### src/sv/hpt_pkg.sv
// Shared types, constants and helpers for the homogeneous point transform.
// Used by every module of the core; depends on nothing.
package hpt_pkg;

    localparam int COORD_WIDTH = 16;
    localparam int ENTRY_WIDTH = 16;
    localparam int ROW_WIDTH   = 3 * ENTRY_WIDTH;
    localparam int CFG_IDX_W   = 2;
    // products and sums carry 16 fraction bits
    localparam int SUM_WIDTH   = COORD_WIDTH + ENTRY_WIDTH + 2;
    // numerator is the sum scaled by 16
    localparam int NUM_WIDTH   = SUM_WIDTH + 4;
    // one quotient bit per divider cell
    localparam int QUO_WIDTH   = NUM_WIDTH;
    localparam int DEN_WIDTH   = SUM_WIDTH;

    localparam logic [CFG_IDX_W-1:0] REG_ROW0 = 2'd0;
    localparam logic [CFG_IDX_W-1:0] REG_ROW1 = 2'd1;
    localparam logic [CFG_IDX_W-1:0] REG_ROW2 = 2'd2;

    localparam logic [ROW_WIDTH-1:0] ROW0_RESET = 48'h0000_0000_1000;
    localparam logic [ROW_WIDTH-1:0] ROW1_RESET = 48'h0000_1000_0000;
    localparam logic [ROW_WIDTH-1:0] ROW2_RESET = 48'h1000_0000_0000;

    typedef struct packed {
        logic signed [COORD_WIDTH-1:0] point_x;
        logic signed [COORD_WIDTH-1:0] point_y;
    } in_word_t;

    typedef struct packed {
        logic signed [COORD_WIDTH-1:0] out_x;
        logic signed [COORD_WIDTH-1:0] out_y;
        logic                          zero_w;
        logic                          saturated;
    } out_word_t;

    // one word travelling down the divider chain
    typedef struct packed {
        logic                 vld;
        logic [NUM_WIDTH-1:0] rem_x;   // magnitude remainders
        logic [NUM_WIDTH-1:0] rem_y;
        logic [NUM_WIDTH-1:0] num_x;   // magnitude numerators, shifted out MSB first
        logic [NUM_WIDTH-1:0] num_y;
        logic [QUO_WIDTH-1:0] quo_x;
        logic [QUO_WIDTH-1:0] quo_y;
        logic [DEN_WIDTH-1:0] den;     // |w|
        logic                 neg_x;
        logic                 neg_y;
        logic                 zero_w;
    } div_word_t;

endpackage

### src/sv/hpt_out.sv
// Result stage: applies signs, saturates, handles zero w; one output register.
// Depends on hpt_pkg. Holds the word while the consumer stalls.
module hpt_out
(
    input  logic                clk,
    input  logic                rst_n,
    input  hpt_pkg::div_word_t  d_in,
    input  logic                out_stall,
    output logic                adv,
    output logic                out_valid,
    output hpt_pkg::out_word_t  out_word
);
    import hpt_pkg::*;

    localparam logic signed [QUO_WIDTH:0] CMAX = (QUO_WIDTH+1)'((1 << (COORD_WIDTH-1)) - 1);
    localparam logic signed [QUO_WIDTH:0] CMIN = -CMAX - 1;

    logic               valid_reg;
    out_word_t          word_reg;
    out_word_t          word_next;
    logic signed [QUO_WIDTH:0] qx, qy;
    logic               sx, sy;

    // the pipe moves whenever the output register is free or being taken
    assign adv = !valid_reg || !out_stall;

    always_comb
    begin
        qx = d_in.neg_x ? -$signed({1'b0, d_in.quo_x}) : $signed({1'b0, d_in.quo_x});
        qy = d_in.neg_y ? -$signed({1'b0, d_in.quo_y}) : $signed({1'b0, d_in.quo_y});
        sx = (qx > CMAX) || (qx < CMIN);
        sy = (qy > CMAX) || (qy < CMIN);
        word_next.out_x = (qx > CMAX) ? COORD_WIDTH'(CMAX) :
                          (qx < CMIN) ? COORD_WIDTH'(CMIN) : COORD_WIDTH'(qx);
        word_next.out_y = (qy > CMAX) ? COORD_WIDTH'(CMAX) :
                          (qy < CMIN) ? COORD_WIDTH'(CMIN) : COORD_WIDTH'(qy);
        word_next.saturated = sx || sy;
        word_next.zero_w    = d_in.zero_w;
        if (d_in.zero_w)
        begin
            word_next.out_x     = '0;
            word_next.out_y     = '0;
            word_next.saturated = 1'b0;
        end
    end

    always_ff @(posedge clk or negedge rst_n)
    begin
        if (!rst_n)
        begin
            valid_reg <= 1'b0;
        end
        else if (adv)
        begin
            valid_reg <= d_in.vld;
        end
    end

    always_ff @(posedge clk)
    begin
        if (adv)
        begin
            word_reg <= word_next;
        end
    end

    assign out_valid = valid_reg;
    assign out_word  = word_reg;

`ifndef SYNTHESIS
    a_zero_clean: assert property (@(posedge clk) disable iff (!rst_n)
        valid_reg && word_reg.zero_w |-> word_reg.out_x == '0 && !word_reg.saturated)
        else $error("zero w word carries data");
    a_hold: assert property (@(posedge clk) disable iff (!rst_n)
        valid_reg && out_stall |=> valid_reg && $stable(word_reg))
        else $error("stalled result changed");
    a_adv: assert property (@(posedge clk) disable iff (!rst_n)
        !valid_reg |-> adv)
        else $error("pipe stopped with empty output");
`endif

endmodule
### config.mk
export PLATFORM = sky130hd
export DESIGN_NAME = hpt_out
export DESIGN_NICKNAME = d
export VERILOG_FILES = /design/src/sv/hpt_pkg.sv /design/src/sv/hpt_out.sv
export SDC_FILE = /design/constraint.sdc
export NUM_CORES = 1
export LEC_CHECK = 0
export BUFFER_PORTS_ARGS = -buffer_cell sky130_fd_sc_hd__buf_2
export CORE_AREA = 10 10 110 112
export DETAILED_ROUTE_END_ITERATION = 6
export DIE_AREA = 0 0 120 122
export PLACE_DENSITY = 0.86
export SYNTH_ARGS = -nofsm -noshare
export SYNTH_HDL_FRONTEND = slang
export SYNTH_SLANG_ARGS = --single-unit
### constraint.sdc
create_clock -name clk -period 6.1 [get_ports clk]
set_clock_uncertainty 0.1 [all_clocks]
set_input_delay 1.83 -clock clk [delete_from_list [all_inputs] [get_ports clk]]
set_output_delay 1.83 -clock clk [all_outputs]
set_load 0.02 [all_outputs]
==> results.py <==
metrics = {
    "power_and_ir_drop": {
        "p_total_w": 0.0008256,
        "power.density_mw_per_mm2": 158.4,
        "irDropWorstVdd_uv": 120.8,
        "leakagePower_nw": 1.918,
    },
    "clocking": {
        "root_buffer": "clkbuf_8",
        "clk_latency_ns": 0.29,
        "cts_setup_buffers": 0,
        "cts_tree": "yes",
        "hold_buffers": 0,
        "cts_sinks": 35,
        "cts_buffers": 5,
        "cts_max_path_buffers": 2,
        "cts.repair.resized": 0,
        "htreeDepth": 2,
        "clkSlewWorstSetupHoldPaths_ns": 0.08,
    },
    "logic_synthesis": {
        "synth_flop_cell": "edfxtp_1",
        "synthTopCellsByArea": "edfxtp_1 23%, xor2_1 7.1%, nor2_1 3.9%, o21ai_0 3.8%, o21ai_2 3.5%",
        "synth-xor-area-share_pct": 9.651,
        "synthCells": 536,
        "ys_ff_latch": 35,
        "synth_compound_area_share_pct": 24.45,
        "syn_avg_cell_area_um2": 8.296,
        "synth_top_family_by_area": "simple AND/OR/NAND/NOR gates",
        "synth.yosys.warnings": 0,
        "syn_area_mm2": 0.004447,
        "syn_nets": 807,
        "async_flop_share_pct": 2.857,
        "synth_area_leader_cell": "edfxtp_1",
        "synthMuxAreaShare_pct": 1.829,
        "synth-edff-count": 34,
        "synth.distinct_cells": 86,
        "synthAdderAreaFrac_pct": 0.5627,
        "yosysSeqAreaShare_pct": 23.52,
        "yosys.area_share.simple_pct": 34.21,
        "synth_top_area_share_pct": 22.96,
    },
    "min_path": {
        "min_path_type": "register to register",
        "whs_endpoint": "out_valid$_DFFE_PN0P_",
        "hold_path.startpoint": "out_valid$_DFFE_PN0P_",
        "holdPathStages": 3,
    },
    "worst_setup_path": {
        "cpPeakStageDelay_ns": 0.60,
        "slowest_stage": "or4_1",
        "cp_common_cell": "nand4_1",
        "cp_cell_sequence": "buf_2, or4_1, nor2_1, nand4_1, xnor2_1, nand4_1, a2111oi_0, a31oi_1, nand2_1, o21ai_0",
        "worstPathMaxFanout": 15,
        "regToRegSetupSlack_ns": 4.71,
        "crit_type": "input port to register",
        "cp_top_family": "simple AND/OR/NAND/NOR gates",
        "crit_buf_inv": 1,
        "reg2reg_to": "out_word[7]$_SDFFCE_PP0P_",
        "cp.arrival_ns": 5.15,
        "worstPathRequired_ns": 6.00,
        "startpoint_type": "input port",
        "reg2reg_depth": 2,
        "regToRegStartpoint": "out_valid$_DFFE_PN0P_",
        "critPathCaptureType": "register",
    },
    "global_route": {
        "grt_max_degree": 50,
        "grt_first_pass_wirelength_mm": 24.05,
        "grt_pass1_vias": 4667,
        "grt_antenna_before_repair": 0,
        "grt_overflow_total": 0,
        "grtUsageTotal_pct": 19.81,
    },
    "routing": {
        "wl_per_cell_um": 20.03,
        "via_per_inst": 6.365,
        "drt_iter0_drc": 774,
        "drc": 0,
        "ant_nets": 0,
        "routed_wirelength_mm": 15.36,
        "dr_total_vias": 4882,
        "drt-pass1-iter-count": 6,
    },
    "timing": {
        "maxSlewHeadroom_pct": 43.08,
        "period_needed_ns": 5.249,
        "rsz0062_at_grt": "no",
        "report.final.slew_viol_count": 0,
        "setup_violations": 0,
        "worstMarginPinSlew_ns": 0.8537,
        "hold_viol_final": 0,
        "fmax_mhz": 190.5,
        "fin_setup_tns_ns": 0,
        "fin_crit_sh_pct": 86.06,
        "holdWs_ns": 0.8099,
    },
    "die": {
        "die_w_um": 120,
        "num_rows": 37,
        "die_h_um": 122,
        "core-area_mm2": 0.01005,
        "ioPinCount": 305,
        "initial_core_util_pct": 44.26,
        "dieArea_mm2": 0.01464,
    },
    "placement": {
        "place_inst": 759,
        "gp_congestion": 0.9942,
        "place_hpwl_mm": 12.24,
        "io_buffers": 118,
    },
    "cells_and_area": {
        "most-common-layout-cells": "118 x buf_2, 46 x nor2_1, 39 x nand2_1",
        "final_common_cell": "buf_2",
        "drive_above_1_share_pct": 29.16,
        "instances_no_fill": 767,
        "antenna_cells": 0,
        "nets": 901,
        "fillCellCount": 961,
        "syn2layout_area_growth_pct": 17.19,
    },
    "run_status": {
        "status": "finished, final reports clean",
    },
    "job": {
        "max-cap-violations": 0,
    },
}
## power by group
part           switching [W]  total (W)  internal [W]
logic               0.000178   0.000270     0.0000922
clock network      0.0000906   0.000254      0.000163
registers          0.0000104   0.000302      0.000292
## flip-flops by register name, indices dropped and copies added (netlist names)
register,flops
out_valid,1
out_word,34
## area by class of cell
cell class              instances  area, um^2  share of cell area [%]
multi-input cells             445        3144                   60.34
flip-flops and latches         35        1046                   20.07
repair buffers                126       650.6                   12.48
well taps                     136       170.2                   3.265
clock buffers                   5       68.82                   1.321
clock inverters                 3       67.56                   1.297
inverters                      17       63.81                   1.224
## routing by layer
layer | routed length (um) | global-route usage [%] | vias up
met4 | 269 | 6.259 | 0
met5 | 0 | 0 | -
met1 | 6636 | 27.67 | 2284
met3 | 1489 | 3.423 | 27
met2 | 6967 | 30.40 | 283
li1 | - | - | 2288
## Yosys cell counts (16+ instances only)
master,number
clkbuf_1,27
edfxtp_1,34
inv_1,17
nand2_1,39
nand3_1,16
nand4_1,18
nor2_1,46
nor3_1,27
nor4_1,16
o21ai_0,34
o21ai_2,18
xor2_1,36
## tightest hold or removal path, stage by stage (launching register included)
cell	delay, ns
dfrtp_1	0.35
nand2_1	0.10
buf_4	0.29
nand2b_1	0.13
## worst max path at each step
stage | start | endpoint | slack [ns] | cells after the start
floorplan | d_in[83] | out_word[29]$_SDFFCE_PP0P_ | 1.41 | 10
finish | d_in[83] | out_word[19]$_SDFFCE_PP0P_ | 0.85 | 10
CTS | d_in[83] | out_word[19]$_SDFFCE_PP0P_ | 0.92 | 10
global route | d_in[83] | out_word[22]$_SDFFCE_PP0P_ | 0.60 | 10
global placement | d_in[37] | out_word[12]$_SDFFCE_PP0P_ | 0.69 | 13
detailed placement | d_in[83] | out_word[19]$_SDFFCE_PP0P_ | 0.60 | 10
## cell families (layout without fill, tap and decap cells)
| kind of cell | count (synthesis) | in the layout |
|---|---|---|
| and+or+nand+nor | 243 | 243 |
| AOI/OAI and AO/OA | 143 | 143 |
| buffers and inverters | 56 | 151 |
| xor gates and xnor gates | 49 | 49 |
| DFF | 35 | 35 |
| muxes | 8 | 8 |
| adders and majority gates | 2 | 2 |
## stage by stage
step	instance area [um^2]	util, %	setup WS, ns
global route	5211	51.87	0.6001
global placement	5075	50.52	0.6925
floorplan	4447	-	1.407
CTS	5211	51.87	0.9163
detailed placement	5075	50.52	0.5994
finish	5211	51.87	0.8505
No activity file was read; power rests on OpenSTA's default activity.
