[config.mk]
export PLATFORM = sky130hd
export DESIGN_NAME = hpt_div_cell
export DESIGN_NICKNAME = d
export VERILOG_FILES = /design/src/sv/hpt_pkg.sv /design/src/sv/hpt_div_cell.sv
export SDC_FILE = /design/constraint.sdc
export NUM_CORES = 1
export LEC_CHECK = 0
export BUFFER_PORTS_ARGS = -buffer_cell sky130_fd_sc_hd__buf_2
export CAP_MARGIN = 20
export CORE_AREA = 2 2 210 212
export DETAILED_ROUTE_END_ITERATION = 6
export DIE_AREA = 0 0 212 214
export MAX_ROUTING_LAYER = met4
export PLACE_DENSITY = 0.61
export SLEW_MARGIN = 20
export SYNTH_ARGS = -nofsm -noshare
export SYNTH_HDL_FRONTEND = slang
export SYNTH_SLANG_ARGS = --single-unit
[constraint.sdc]
create_clock -name clk -period 0.8 [get_ports clk]
set_input_delay 0.08 -clock clk [delete_from_list [all_inputs] [get_ports clk]]
set_output_delay 0.08 -clock clk [all_outputs]
set_load 0.02 [all_outputs]
[src/sv/hpt_pkg.sv]
// Shared types, constants and helpers for the homogeneous point transform.
// Used by every module of the core; depends on nothing.
package hpt_pkg;

    localparam int COORD_WIDTH = 16;
    localparam int ENTRY_WIDTH = 16;
    localparam int ROW_WIDTH   = 3 * ENTRY_WIDTH;
    localparam int CFG_IDX_W   = 2;
    // products and sums carry 16 fraction bits
    localparam int SUM_WIDTH   = COORD_WIDTH + ENTRY_WIDTH + 2;
    // numerator is the sum scaled by 16
    localparam int NUM_WIDTH   = SUM_WIDTH + 4;
    // one quotient bit per divider cell
    localparam int QUO_WIDTH   = NUM_WIDTH;
    localparam int DEN_WIDTH   = SUM_WIDTH;

    localparam logic [CFG_IDX_W-1:0] REG_ROW0 = 2'd0;
    localparam logic [CFG_IDX_W-1:0] REG_ROW1 = 2'd1;
    localparam logic [CFG_IDX_W-1:0] REG_ROW2 = 2'd2;

    localparam logic [ROW_WIDTH-1:0] ROW0_RESET = 48'h0000_0000_1000;
    localparam logic [ROW_WIDTH-1:0] ROW1_RESET = 48'h0000_1000_0000;
    localparam logic [ROW_WIDTH-1:0] ROW2_RESET = 48'h1000_0000_0000;

    typedef struct packed {
        logic signed [COORD_WIDTH-1:0] point_x;
        logic signed [COORD_WIDTH-1:0] point_y;
    } in_word_t;

    typedef struct packed {
        logic signed [COORD_WIDTH-1:0] out_x;
        logic signed [COORD_WIDTH-1:0] out_y;
        logic                          zero_w;
        logic                          saturated;
    } out_word_t;

    // one word travelling down the divider chain
    typedef struct packed {
        logic                 vld;
        logic [NUM_WIDTH-1:0] rem_x;   // magnitude remainders
        logic [NUM_WIDTH-1:0] rem_y;
        logic [NUM_WIDTH-1:0] num_x;   // magnitude numerators, shifted out MSB first
        logic [NUM_WIDTH-1:0] num_y;
        logic [QUO_WIDTH-1:0] quo_x;
        logic [QUO_WIDTH-1:0] quo_y;
        logic [DEN_WIDTH-1:0] den;     // |w|
        logic                 neg_x;
        logic                 neg_y;
        logic                 zero_w;
    } div_word_t;

endpackage

[src/sv/hpt_div_cell.sv]
// One restoring-division cell: produces one quotient bit for x and for y.
// Depends on hpt_pkg. Registered; chained to form the divider.
module hpt_div_cell
(
    input  logic               clk,
    input  logic               rst_n,
    input  logic               adv,
    input  hpt_pkg::div_word_t d_in,
    output hpt_pkg::div_word_t d_out
);
    import hpt_pkg::*;

    div_word_t             word_reg;
    logic                  vld_reg;
    logic [NUM_WIDTH:0]    tx, ty;
    logic [NUM_WIDTH:0]    dx;
    div_word_t             word_next;

    // shift in next numerator bit, try subtracting the divisor
    always_comb
    begin
        word_next = d_in;
        tx = {d_in.rem_x, d_in.num_x[NUM_WIDTH-1]};
        ty = {d_in.rem_y, d_in.num_y[NUM_WIDTH-1]};
        dx = (NUM_WIDTH+1)'(d_in.den);
        word_next.num_x = d_in.num_x << 1;
        word_next.num_y = d_in.num_y << 1;
        if (tx >= dx)
        begin
            word_next.rem_x = NUM_WIDTH'(tx - dx);
            word_next.quo_x = {d_in.quo_x[QUO_WIDTH-2:0], 1'b1};
        end
        else
        begin
            word_next.rem_x = NUM_WIDTH'(tx);
            word_next.quo_x = {d_in.quo_x[QUO_WIDTH-2:0], 1'b0};
        end
        if (ty >= dx)
        begin
            word_next.rem_y = NUM_WIDTH'(ty - dx);
            word_next.quo_y = {d_in.quo_y[QUO_WIDTH-2:0], 1'b1};
        end
        else
        begin
            word_next.rem_y = NUM_WIDTH'(ty);
            word_next.quo_y = {d_in.quo_y[QUO_WIDTH-2:0], 1'b0};
        end
    end

    always_ff @(posedge clk or negedge rst_n)
    begin
        if (!rst_n)
        begin
            vld_reg <= 1'b0;
        end
        else if (adv)
        begin
            vld_reg <= d_in.vld;
        end
    end

    always_ff @(posedge clk)
    begin
        if (adv)
        begin
            word_reg <= word_next;
        end
    end

    always_comb
    begin
        d_out     = word_reg;
        d_out.vld = vld_reg;
    end

endmodule

==> results.ini, run 1 <==
[placed_design]
place_ws_ps=-2190
place.gp.congestion=0.925
dp_hpwl_mm=42.4
port_buffers=530

[timing]
drv_slew=0
rsz0062_at_grt=yes
setup_violations=342
period_share=2.87
hold_ws_ps=-119
finClkSkew_ps=0
clock.fmax_ghz=0.435
period_needed_ps=2300
max_slew_margin=0.615
setup_ws_ps=-1500
fin_tns_setup_ps=-215460
tightest_slew_ps=563
hold_viol=1

[synthesis]
synth.avg_cell_area_um2=12.7
synthFlopType=edfxtp_1
yosys_warnings=0
synthTopCellsByArea=edfxtp_1, ha_1, o21ai_0
syn_inst=1003
synth_top_area_frac=0.622
synth-edff-count=263
synth_cell_types=77
yosysSeqAreaShare=0.624
synth_top_cell_by_area=edfxtp_1
async_flop_share=0.00379
synth.cell_area_um2=12700
ys_seq_elements=264

[finish]
drive_gt1_frac=0.548
layout.nets=2495
nFillCells=3252
regArea_um2=7920
multi_input_area_um2=5840
layout_common_cells=buf_4, buf_2, dlygate4sd3_1, edfxtp_1, buf_6
largest_reg_flops=263
syn_to_final_growth_pct=102
final_common_cell=buf_4

[worst_hold_path]
hold_depth=3
whs_endpoint=d_out[189]
hp-class=input port to flop
hp-start=d_in[150]

[die]
row_count=76
die_y_um=214
ios=535
die_area_um2=45400
core_um2=42900
die_w_um=212
start_util=0.296

[setup_path]
critPathLaunchType=input port
rr_startpoint=vld_reg
critPathLaunch=d_in[188]
worstPathCellList=buf_12, inv_12, ha_4, inv_2, fa_2, a211o_2, a21oi_2, a211oi_2, o31ai_2, a21oi_2, a2111o_1, a31oi_4, o211a_1, xor2_1
path_common_cell=a21oi_2
crit_buf_inv=3
cp.arrival_ps=2740
slowest_delay_ps=410
crit_family=compound AO/OA/AOI/OAI gates
r2r-end=vld_reg
reg2reg_depth=1
crit_path_end_kind=flop
crit_path_max_fanout=3
critPathKind=input port to flop
cpMaxStageDelayCell=a2111o_1
r2r_slack_ps=40
critPathRequiredTime_ps=1240

[power_and_ir_drop]
irDropWorstVdd_v=0.00182
power_density_nw_per_um2=1820
p_leak_uw=0.0112

[global_routing]
grt_max_degree=42
grt_usage=0.265
antenna_found_initial=15
gr-total-overflow=0
grt_pass1_vias=13915
grt_pass1_wl_mm=86.9

[routing]
dr.first_iter.drc_count=792
wire_per_inst_um=22.4
ant_nets=0
viasPerCell=4.77
vias=13266
drc=0
drt_pass1_iterations=7
wl_mm=62.4

[clock_tree]
htree_levels=1
cts_sinks=264
clk_root_buffer_cell=clkbuf_16
cts_buffer_depth=3
cts_buffers=31
cts_tree=done
path_clk_slew_ps=60
insertion_delay_ps=590

[status]
violations=hold timing, setup timing
status=finished with violations

[job]
drv_cap=0

-- worst min-delay path: stages --
cell	delay, ps
buf_6	120
inv_12	50
mux2i_1	60
-- worst max-delay path by stage --
stage | end | slack [ps] | cells past startpoint
global route | d_out[263] | -1570 | 14
floorplan | d_out[263] | -1740 | 13
global placement | d_out[236] | -2110 | 12
detailed placement | d_out[243] | -2190 | 12
CTS | d_out[263] | -1410 | 14
finish | d_out[263] | -1500 | 14
-- per-stage QoR --
stage | total power, µW | hold slack [ps] | std cells | instance area, µm² | util
6_report | 46800 | -119 | 2782 | 25700 | 0.599
5_1_grt | 48500 | -127 | 2781 | 25700 | 0.599
4_1_cts | 45900 | -350 | 2749 | 24700 | 0.575
3_5_place_dp | 28400 | -145 | 2387 | 18900 | 0.440
3_3_place_gp | 28300 | -144 | 2387 | 18900 | 0.440
2_1_floorplan | 23000 | -216 | 1004 | 13400 | -
-- power by group --
group / switching, µW / internal (µW) / total [µW]
Sequential: 738 / 17000 / 17700
Combinational: 7240 / 7440 / 14700
Clock: 6270 / 8150 / 14400
Total: 14300 / 32600 / 46800
-- kinds of logic (layout without fill, tap and decap cells) --
family / count (synthesis) / in the layout / share of synthesized area
compound gates: 278 / 281 / 0.142
flops: 264 / 264 / 0.624
simple gates: 230 / 230 / 0.0837
buf+inv: 89 / 1263 / 0.0305
fa+ha+maj: 70 / 70 / 0.0701
xor+xnor: 65 / 65 / 0.0448
mux: 6 / 6 / 0.00522
other cells: 1 / 18 / 0.000295
-- Yosys cell counts (3+ instances only) --
cell type / number
nand3_1: 16
o211ai_1: 4
mux2_2: 5
nor2b_1: 7
xnor2_1: 28
a21o_2: 4
o31ai_1: 5
buf_4: 6
a211oi_1: 4
buf_2: 7
or2_2: 3
o211a_1: 3
o21ai_1: 4
edfxtp_1: 263
a21boi_0: 6
a21oi_1: 73
a31oi_1: 7
inv_1: 58
ha_1: 68
nand2_1: 98
nor2_1: 42
and3_1: 5
or3_1: 5
nand2b_1: 8
nor3_1: 20
o21bai_1: 10
clkbuf_1: 14
o21ai_0: 83
nand4_1: 14
a21o_1: 30
o21a_1: 8
xor2_1: 37
-- layout make-up --
cell class / instances / share of cell area
antenna: 16 / 0.00156
clock buffer: 35 / 0.0308
clock inverter: 23 / 0.00877
inverter: 59 / 0.0111
multi-input combinational: 654 / 0.228
sequential: 264 / 0.309
tap: 585 / 0.0285
timing repair buffer: 1146 / 0.383
-- metal layers --
layer,up-vias,GRT usage,share of wire
met1,6404,0.268,0.35
met2,581,0.459,0.51
met4,0,0.162,0.066
met5,-,-,0
met3,170,0.0647,0.073
li1,6111,-,-
-- what timing repair did --
action / in CTS / in global routing
endpoints found under the setup margin: 342 / 342
cloned: 11 / 2
hold endpoints to repair: 271 / 6
gates resized for setup: 513 / 247
hold buffers: 263 / 1
setup buffers: 34 / 22
pin swaps: 64 / 71
No activity file was read; power rests on OpenSTA's default activity.
==> inputs of run 2 (changes only) <==
Settings changed: SETUP_SLACK_MARGIN set to 0.05.
==> run 2 against run 1 <==
  * The run still ends with hold timing, setup timing left
  * Critical path depth grew 1
  * First-iteration DRC count shrank 3.7%
  * Via count about the same
  * Sequential share of layout area about the same
  * Clock-buffer cell count unchanged
  * Die area unchanged
  * Setup slack improved by 9.9 ps
  * Hold slack got worse by 200 ps
  * Design area hardly changed
  * Utilization fell by 0.053 points
  * Total power up 0.17%
  * Maximum frequency grew 0.43%
  * Largest cell class unchanged
  * Largest power group unchanged
==> results.ini, run 2 (synthesis gave the netlist of run 1 again) <==
[setup_path]
cp.arrival_ps=2630  ; was 2740 ps
crit_family=compound AO/OA/AOI/OAI gates  ; unchanged
critPathKind=input port to flop  ; unchanged
slowest_delay_ps=380  ; was 410 ps
crit_path_end_kind=flop  ; unchanged
cpMaxStageDelayCell=fa_2  ; was a2111o_1
worstPathCellList=buf_12, inv_12, ha_4, inv_2, fa_2, a211o_2, a21oi_2, a211oi_2, o41ai_2, a21oi_2, a211oi_2, buf_4, o32ai_2, nor3_2, xor2_1  ; was buf_12, inv_12, ha_4, inv_2, fa_2, a211o_2, a21oi_2, a211oi_2, o31ai_2, a21oi_2, a2111o_1, a31oi_4, o211a_1, xor2_1
critPathRequiredTime_ps=1140  ; was 1240 ps
critPathLaunchType=input port  ; unchanged
crit_path_max_fanout=4  ; was 3
crit_buf_inv=4  ; was 3

[clock_tree]
insertion_delay_ps=600  ; was 590 ps
path_clk_slew_ps=60  ; about the same
cts_hold_buf=260  ; was 263
htree_levels=1  ; unchanged
cts_buffer_depth=3  ; unchanged
cts_tree=done  ; unchanged
cts_sinks=264  ; unchanged
clk_root_buffer_cell=clkbuf_16  ; unchanged
cts_buffers=31  ; unchanged

[timing]
rsz0062_at_grt=yes  ; unchanged
period_needed_ps=2290  ; was 2300 ps
finClkSkew_ps=0  ; unchanged
max_slew_margin=0.628  ; was 0.615
clock.fmax_ghz=0.437  ; was 0.435 GHz
hold_viol=4  ; was 1
setup_ws_ps=-1490  ; was -1500 ps
period_share=2.86  ; was 2.87
hold_ws_ps=-318  ; was -119 ps
setup_violations=342  ; unchanged
drv_slew=0  ; unchanged
tightest_slew_ps=544  ; was 563 ps
fin_tns_setup_ps=-216330  ; was -215460 ps

[placed_design]
postPlaceCellArea_um2=18900  ; unchanged
place.gp.congestion=0.925  ; unchanged
port_buffers=530  ; unchanged
dp_hpwl_mm=42.4  ; unchanged
dp.cells=2387  ; unchanged

[power_and_ir_drop]
p_leak_uw=0.0112  ; about the same
power_density_nw_per_um2=1830  ; was 1820 nW/µm²
intPower_uw=32600  ; about the same
seqPwrFrac=0.378  ; was 0.379
sw_frac_of_total=0.306  ; was 0.304
switching_power_uw=14300  ; about the same
share_comb_of_total_power=0.313  ; about the same
finalPower_uw=46900  ; was 46800 µW
irDropWorstVdd_v=0.00181  ; was 0.00182 V
p_clk_frac=0.309  ; was 0.308

[die]
die_area_um2=45400  ; unchanged
die_w_um=212  ; unchanged
die_y_um=214  ; unchanged
ios=535  ; unchanged
row_count=76  ; unchanged
start_util=0.296  ; unchanged
core_um2=42900  ; unchanged

[global_routing]
gr-total-overflow=0  ; unchanged
grt_max_degree=42  ; unchanged
grt_pass1_wl_mm=86.9  ; about the same
antenna_found_initial=15  ; unchanged
grt_usage=0.265  ; about the same
grt_pass1_vias=13895  ; was 13915

[finish]
final_common_cell=buf_4  ; unchanged
layout.nets=2491  ; was 2495
layout_common_cells=buf_4, buf_2, edfxtp_1, dlygate4sd3_1, buf_6  ; was buf_4, buf_2, dlygate4sd3_1, edfxtp_1, buf_6
drive_gt1_frac=0.549  ; was 0.548
final_area_um2=25700  ; about the same
nFillCells=3245  ; was 3252
largest_reg_flops=263  ; unchanged
fin_cells=2779  ; was 2782
syn_to_final_growth_pct=102  ; about the same

[job]
drv_cap=0  ; unchanged

[routing]
viasPerCell=4.77  ; about the same
vias=13261  ; was 13266
drc=0  ; unchanged
dr.first_iter.drc_count=763  ; was 792
drt_pass1_iterations=5  ; was 7
wire_per_inst_um=22.4  ; about the same
ant_nets=0  ; unchanged
wl_mm=62.4  ; about the same

[worst_hold_path]
hp-class=input port to flop  ; unchanged

[status]
violations=hold timing, setup timing  ; unchanged
status=finished with violations  ; unchanged

## run 2: changes by cell type in the layout (fill, tap and decap cells not counted)
cell	change
buf_2	-2
nor2_1	-1
nor2_2	+1
dlygate4sd3_1	-4
buf_6	+2
diode_2	+1
## run 2: timing repair
action	CTS	global route
endpoints found under the setup margin	342	343
gates resized for setup	513	252
hold endpoints to repair	271	9
setup buffers	34	22
pin swaps	64	70
gates cloned	11	2
## run 2: stage by stage
stage | hold WS, ps | util | setup slack (ps)
floorplan | -216 | - | -1740
global placement | -144 | 0.440 | -2110
detailed placement | -145 | 0.440 | -2190
CTS | -350 | 0.575 | -1410
global route | -344 | 0.598 | -1560
finish | -318 | 0.598 | -1490
## run 2: final cells by class
| class | instances | area [µm²] | share of cell area |
|---|---|---|---|
| well taps | 585 | 732 | 0.0285 |
| repair buffers | 1142 | 9810 | 0.382 |
| diodes | 17 | 42.5 | 0.00166 |
| multi-input cells | 654 | 5850 | 0.228 |
| inverters | 59 | 285 | 0.0111 |
| clock inverters | 23 | 225 | 0.00878 |
| clock buffers | 35 | 791 | 0.0308 |
| flip-flops and latches | 264 | 7920 | 0.309 |
## run 2: final timing paths
kind	startpoint	endpoint	slack, ps	cells past startpoint
worst max-delay path	d_in[188]	d_out[261]	-1490	15
worst min-delay path	d_in[3]	d_out[3]	-320	1
worst max register to register	vld_reg	vld_reg	40	1
worst min register to register	vld_reg	vld_reg	540	1
max in group asynchronous	rst_n	vld_reg	320	3
min in group asynchronous	rst_n	vld_reg	360	3
## run 2: per-layer routing
layer | global-route usage | share of wire | wire length, µm
met3 | 0.0645 | 0.072 | 4490
met5 | - | 0 | 0
met4 | 0.164 | 0.067 | 4180
met2 | 0.459 | 0.51 | 31700
met1 | 0.268 | 0.35 | 22000
## run 2: power by group through the flow
stage / Clock, µW / Sequential (µW) / Combinational [µW]
6_report: 14500 / 17700 / 14700
5_1_grt: 15200 / 17900 / 15400
4_1_cts: 14600 / 17600 / 13600
3_5_place_dp: 0 / 17600 / 10800
3_3_place_gp: 0 / 17700 / 10700
2_1_floorplan: 0 / 19500 / 3540
==> inputs of run 3 (changes only) <==
Clock period 0.8 ns to 2.4 ns, I/O delays scaled along.
==> run 3 against run 2 <==
  * The flow finishes with violations (setup timing)
  * Clock skew is the same
  * Combinational power shrank 73%
  * Sequential share of layout area grew 3.8 points
  * Register-to-register slack gained 1600 ps
  * Clock-buffer cell count shrank 1
  * First-iteration DRC count grew 8.8%
  * Setup slack gained 1400 ps
  * Critical endpoint is now d_out[259]
==> results.ini, run 3 (synthesis gave the netlist of run 1 again) <==
[setup_path]
critPathRequiredTime_ps=2710  ; was 1140 ps
crit_path_end_kind=flop  ; unchanged
cp.arrival_ps=2770  ; was 2630 ps
critPathKind=input port to flop  ; unchanged
r2r_slack_ps=1650  ; was 40 ps
critPathLaunch=d_in[15]  ; was d_in[188]
crit_path_max_fanout=5  ; was 4
r2r-end=vld_reg  ; unchanged
critPathLaunchType=input port  ; unchanged
rr_startpoint=vld_reg  ; unchanged
reg2reg_depth=1  ; unchanged
endpoint=d_out[259]  ; was d_out[261]

[placed_design]
port_buffers=530  ; unchanged
place.gp.congestion=0.908  ; was 0.925
place_ws_ps=-695  ; was -2190 ps
dp_hpwl_mm=41.7  ; was 42.4 mm

[die]
start_util=0.296  ; unchanged
die_w_um=212  ; unchanged
die_area_um2=45400  ; unchanged
core_um2=42900  ; unchanged
row_count=76  ; unchanged
ios=535  ; unchanged
die_y_um=214  ; unchanged

[clock_tree]
path_clk_slew_ps=60  ; about the same
clk_root_buffer_cell=clkbuf_16  ; unchanged
insertion_delay_ps=570  ; was 600 ps
cts_sinks=264  ; unchanged
htree_levels=1  ; unchanged
cts_buffer_depth=3  ; unchanged
cts_buffers=31  ; unchanged
cts_tree=done  ; unchanged

[finish]
postLayoutCoreUtil=0.533  ; was 0.598
largest_reg_flops=263  ; unchanged
syn_to_final_growth_pct=79.9  ; was 102%
layout.nets=2382  ; was 2491
final_common_cell=buf_2  ; was buf_4
layout_common_cells=buf_2, edfxtp_1, buf_4, dlygate4sd3_1, nand2_1  ; was buf_4, buf_2, edfxtp_1, dlygate4sd3_1, buf_6
drive_gt1_frac=0.504  ; was 0.549

[global_routing]
gr-total-overflow=0  ; unchanged
grt_pass1_vias=12944  ; was 13895
grt_max_degree=59  ; was 42
antenna_found_initial=10  ; was 15
grt_pass1_wl_mm=78.6  ; was 86.9 mm
grt_usage=0.239  ; was 0.265

[routing]
wl_mm=55.6  ; was 62.4 mm
vias=12426  ; was 13261
drt_pass1_iterations=5  ; unchanged
ant_nets=0  ; unchanged
wire_per_inst_um=20.9  ; was 22.4 µm
drc=0  ; unchanged
viasPerCell=4.67  ; was 4.77
dr.first_iter.drc_count=830  ; was 763

[power_and_ir_drop]
seqPwrFrac=0.389  ; was 0.378
irDropWorstVdd_v=0.000539  ; was 0.00181 V
power_density_nw_per_um2=651  ; was 1830 nW/µm²
switching_power_uw=4420  ; was 14300 µW
intPower_uw=10500  ; was 32600 µW
share_comb_of_total_power=0.271  ; was 0.313
p_clk_frac=0.340  ; was 0.309
finalPower_uw=14900  ; was 46900 µW
sw_frac_of_total=0.297  ; was 0.306
p_leak_uw=0.00995  ; was 0.0112 µW

[status]
violations=setup timing  ; was hold timing, setup timing
status=finished with violations  ; unchanged

[timing]
hold_viol=0  ; was 4
finClkSkew_ps=0  ; unchanged
period_share=1.02
clock.fmax_ghz=0.407
setup_ws_ps=-59.8  ; was -1490 ps
hold_ws_ps=9.36  ; was -318 ps
fin_tns_setup_ps=-804  ; was -216330 ps
period_needed_ps=2460
setup_violations=31  ; was 342
drv_slew=0  ; unchanged
rsz0062_at_grt=yes  ; unchanged

[job]
drv_cap=0  ; unchanged

[worst_hold_path]
hp-class=input port to flop  ; unchanged
hp-start=d_in[254]  ; was d_in[3]

==> run 3: cell types whose count changed in the layout (fill, tap and decap cells not counted), sizes merged <==
cell / previous run / this run
clkinv: 17 / 11
clkinvlp: 6 / 9
a21boi: 10 / 8
inv: 56 / 55
buf: 880 / 793
dlygate4sd3: 260 / 239
diode: 17 / 12
bufinv: 3 / 6
==> run 3: cell type report <==
| class | count | area [µm²] |
|---|---|---|
| antenna | 12 | 30.0 |
| clock buffer | 34 | 787 |
| clock inverter | 22 | 285 |
| fill | 3655 | 20000 |
| inverter | 59 | 287 |
| multi-input combinational | 652 | 5460 |
| sequential | 264 | 7920 |
| tap | 585 | 732 |
| timing repair buffer | 1035 | 7360 |
==> run 3: critical path, stage by stage <==
cell	delay, ps
buf_8	80
clkinvlp_4	130
ha_4	300
nand4_1	130
or3_4	460
buf_6	130
nand4b_1	290
o41ai_4	320
a21oi_2	60
a21boi_4	180
clkbuf_16	180
buf_8	140
nand2_2	70
o21ai_1	60
==> run 3: per-stage QoR <==
step                      instances  area (µm²)
after floorplan                1004       13400
after global placement         2335       18400
after detailed placement       2335       18400
after CTS                      2640       22100
after global routing           2661       22900
final                          2663       22900
==> run 3: repair_timing <==
item / in CTS / in global routing
hold buffers: 237 / 2
setup buffers: 9 / 6
resized for setup: 50 / 152
pin swaps: 15 / 51
cloned: 3 / 4
setup endpoints to repair: 60 / 72
hold endpoints to repair: 236 / 2
==> run 3: per-layer routing <==
| metal | vias up | global-route usage | routed length, µm |
|---|---|---|---|
| li1 | 5859 | - | - |
| met1 | 5976 | 0.251 | 20600 |
| met2 | 466 | 0.416 | 28100 |
| met3 | 125 | 0.0454 | 3390 |
| met4 | 0 | 0.140 | 3470 |
| met5 | - | - | 0 |
==> run 3: power by group through the flow <==
stage | Clock (µW) | Combinational, µW | Sequential [µW]
after floorplan | 0 | 1180 | 6490
after global placement | 0 | 3470 | 5880
after CTS | 5160 | 3890 | 5790
after global routing | 5340 | 4320 | 5830
after detailed placement | 0 | 3500 | 5880
final | 5060 | 4040 | 5790
==> run 3: worst min path at each step <==
stage | to | slack [ps] | cells after the start
after global routing | d_out[227] | 8 | 3
final | d_out[255] | 9 | 3
after CTS | d_out[255] | 0.7 | 3
after floorplan | vld_reg | -60 | 0
after global placement | vld_reg | 20 | 1
after detailed placement | vld_reg | 20 | 1
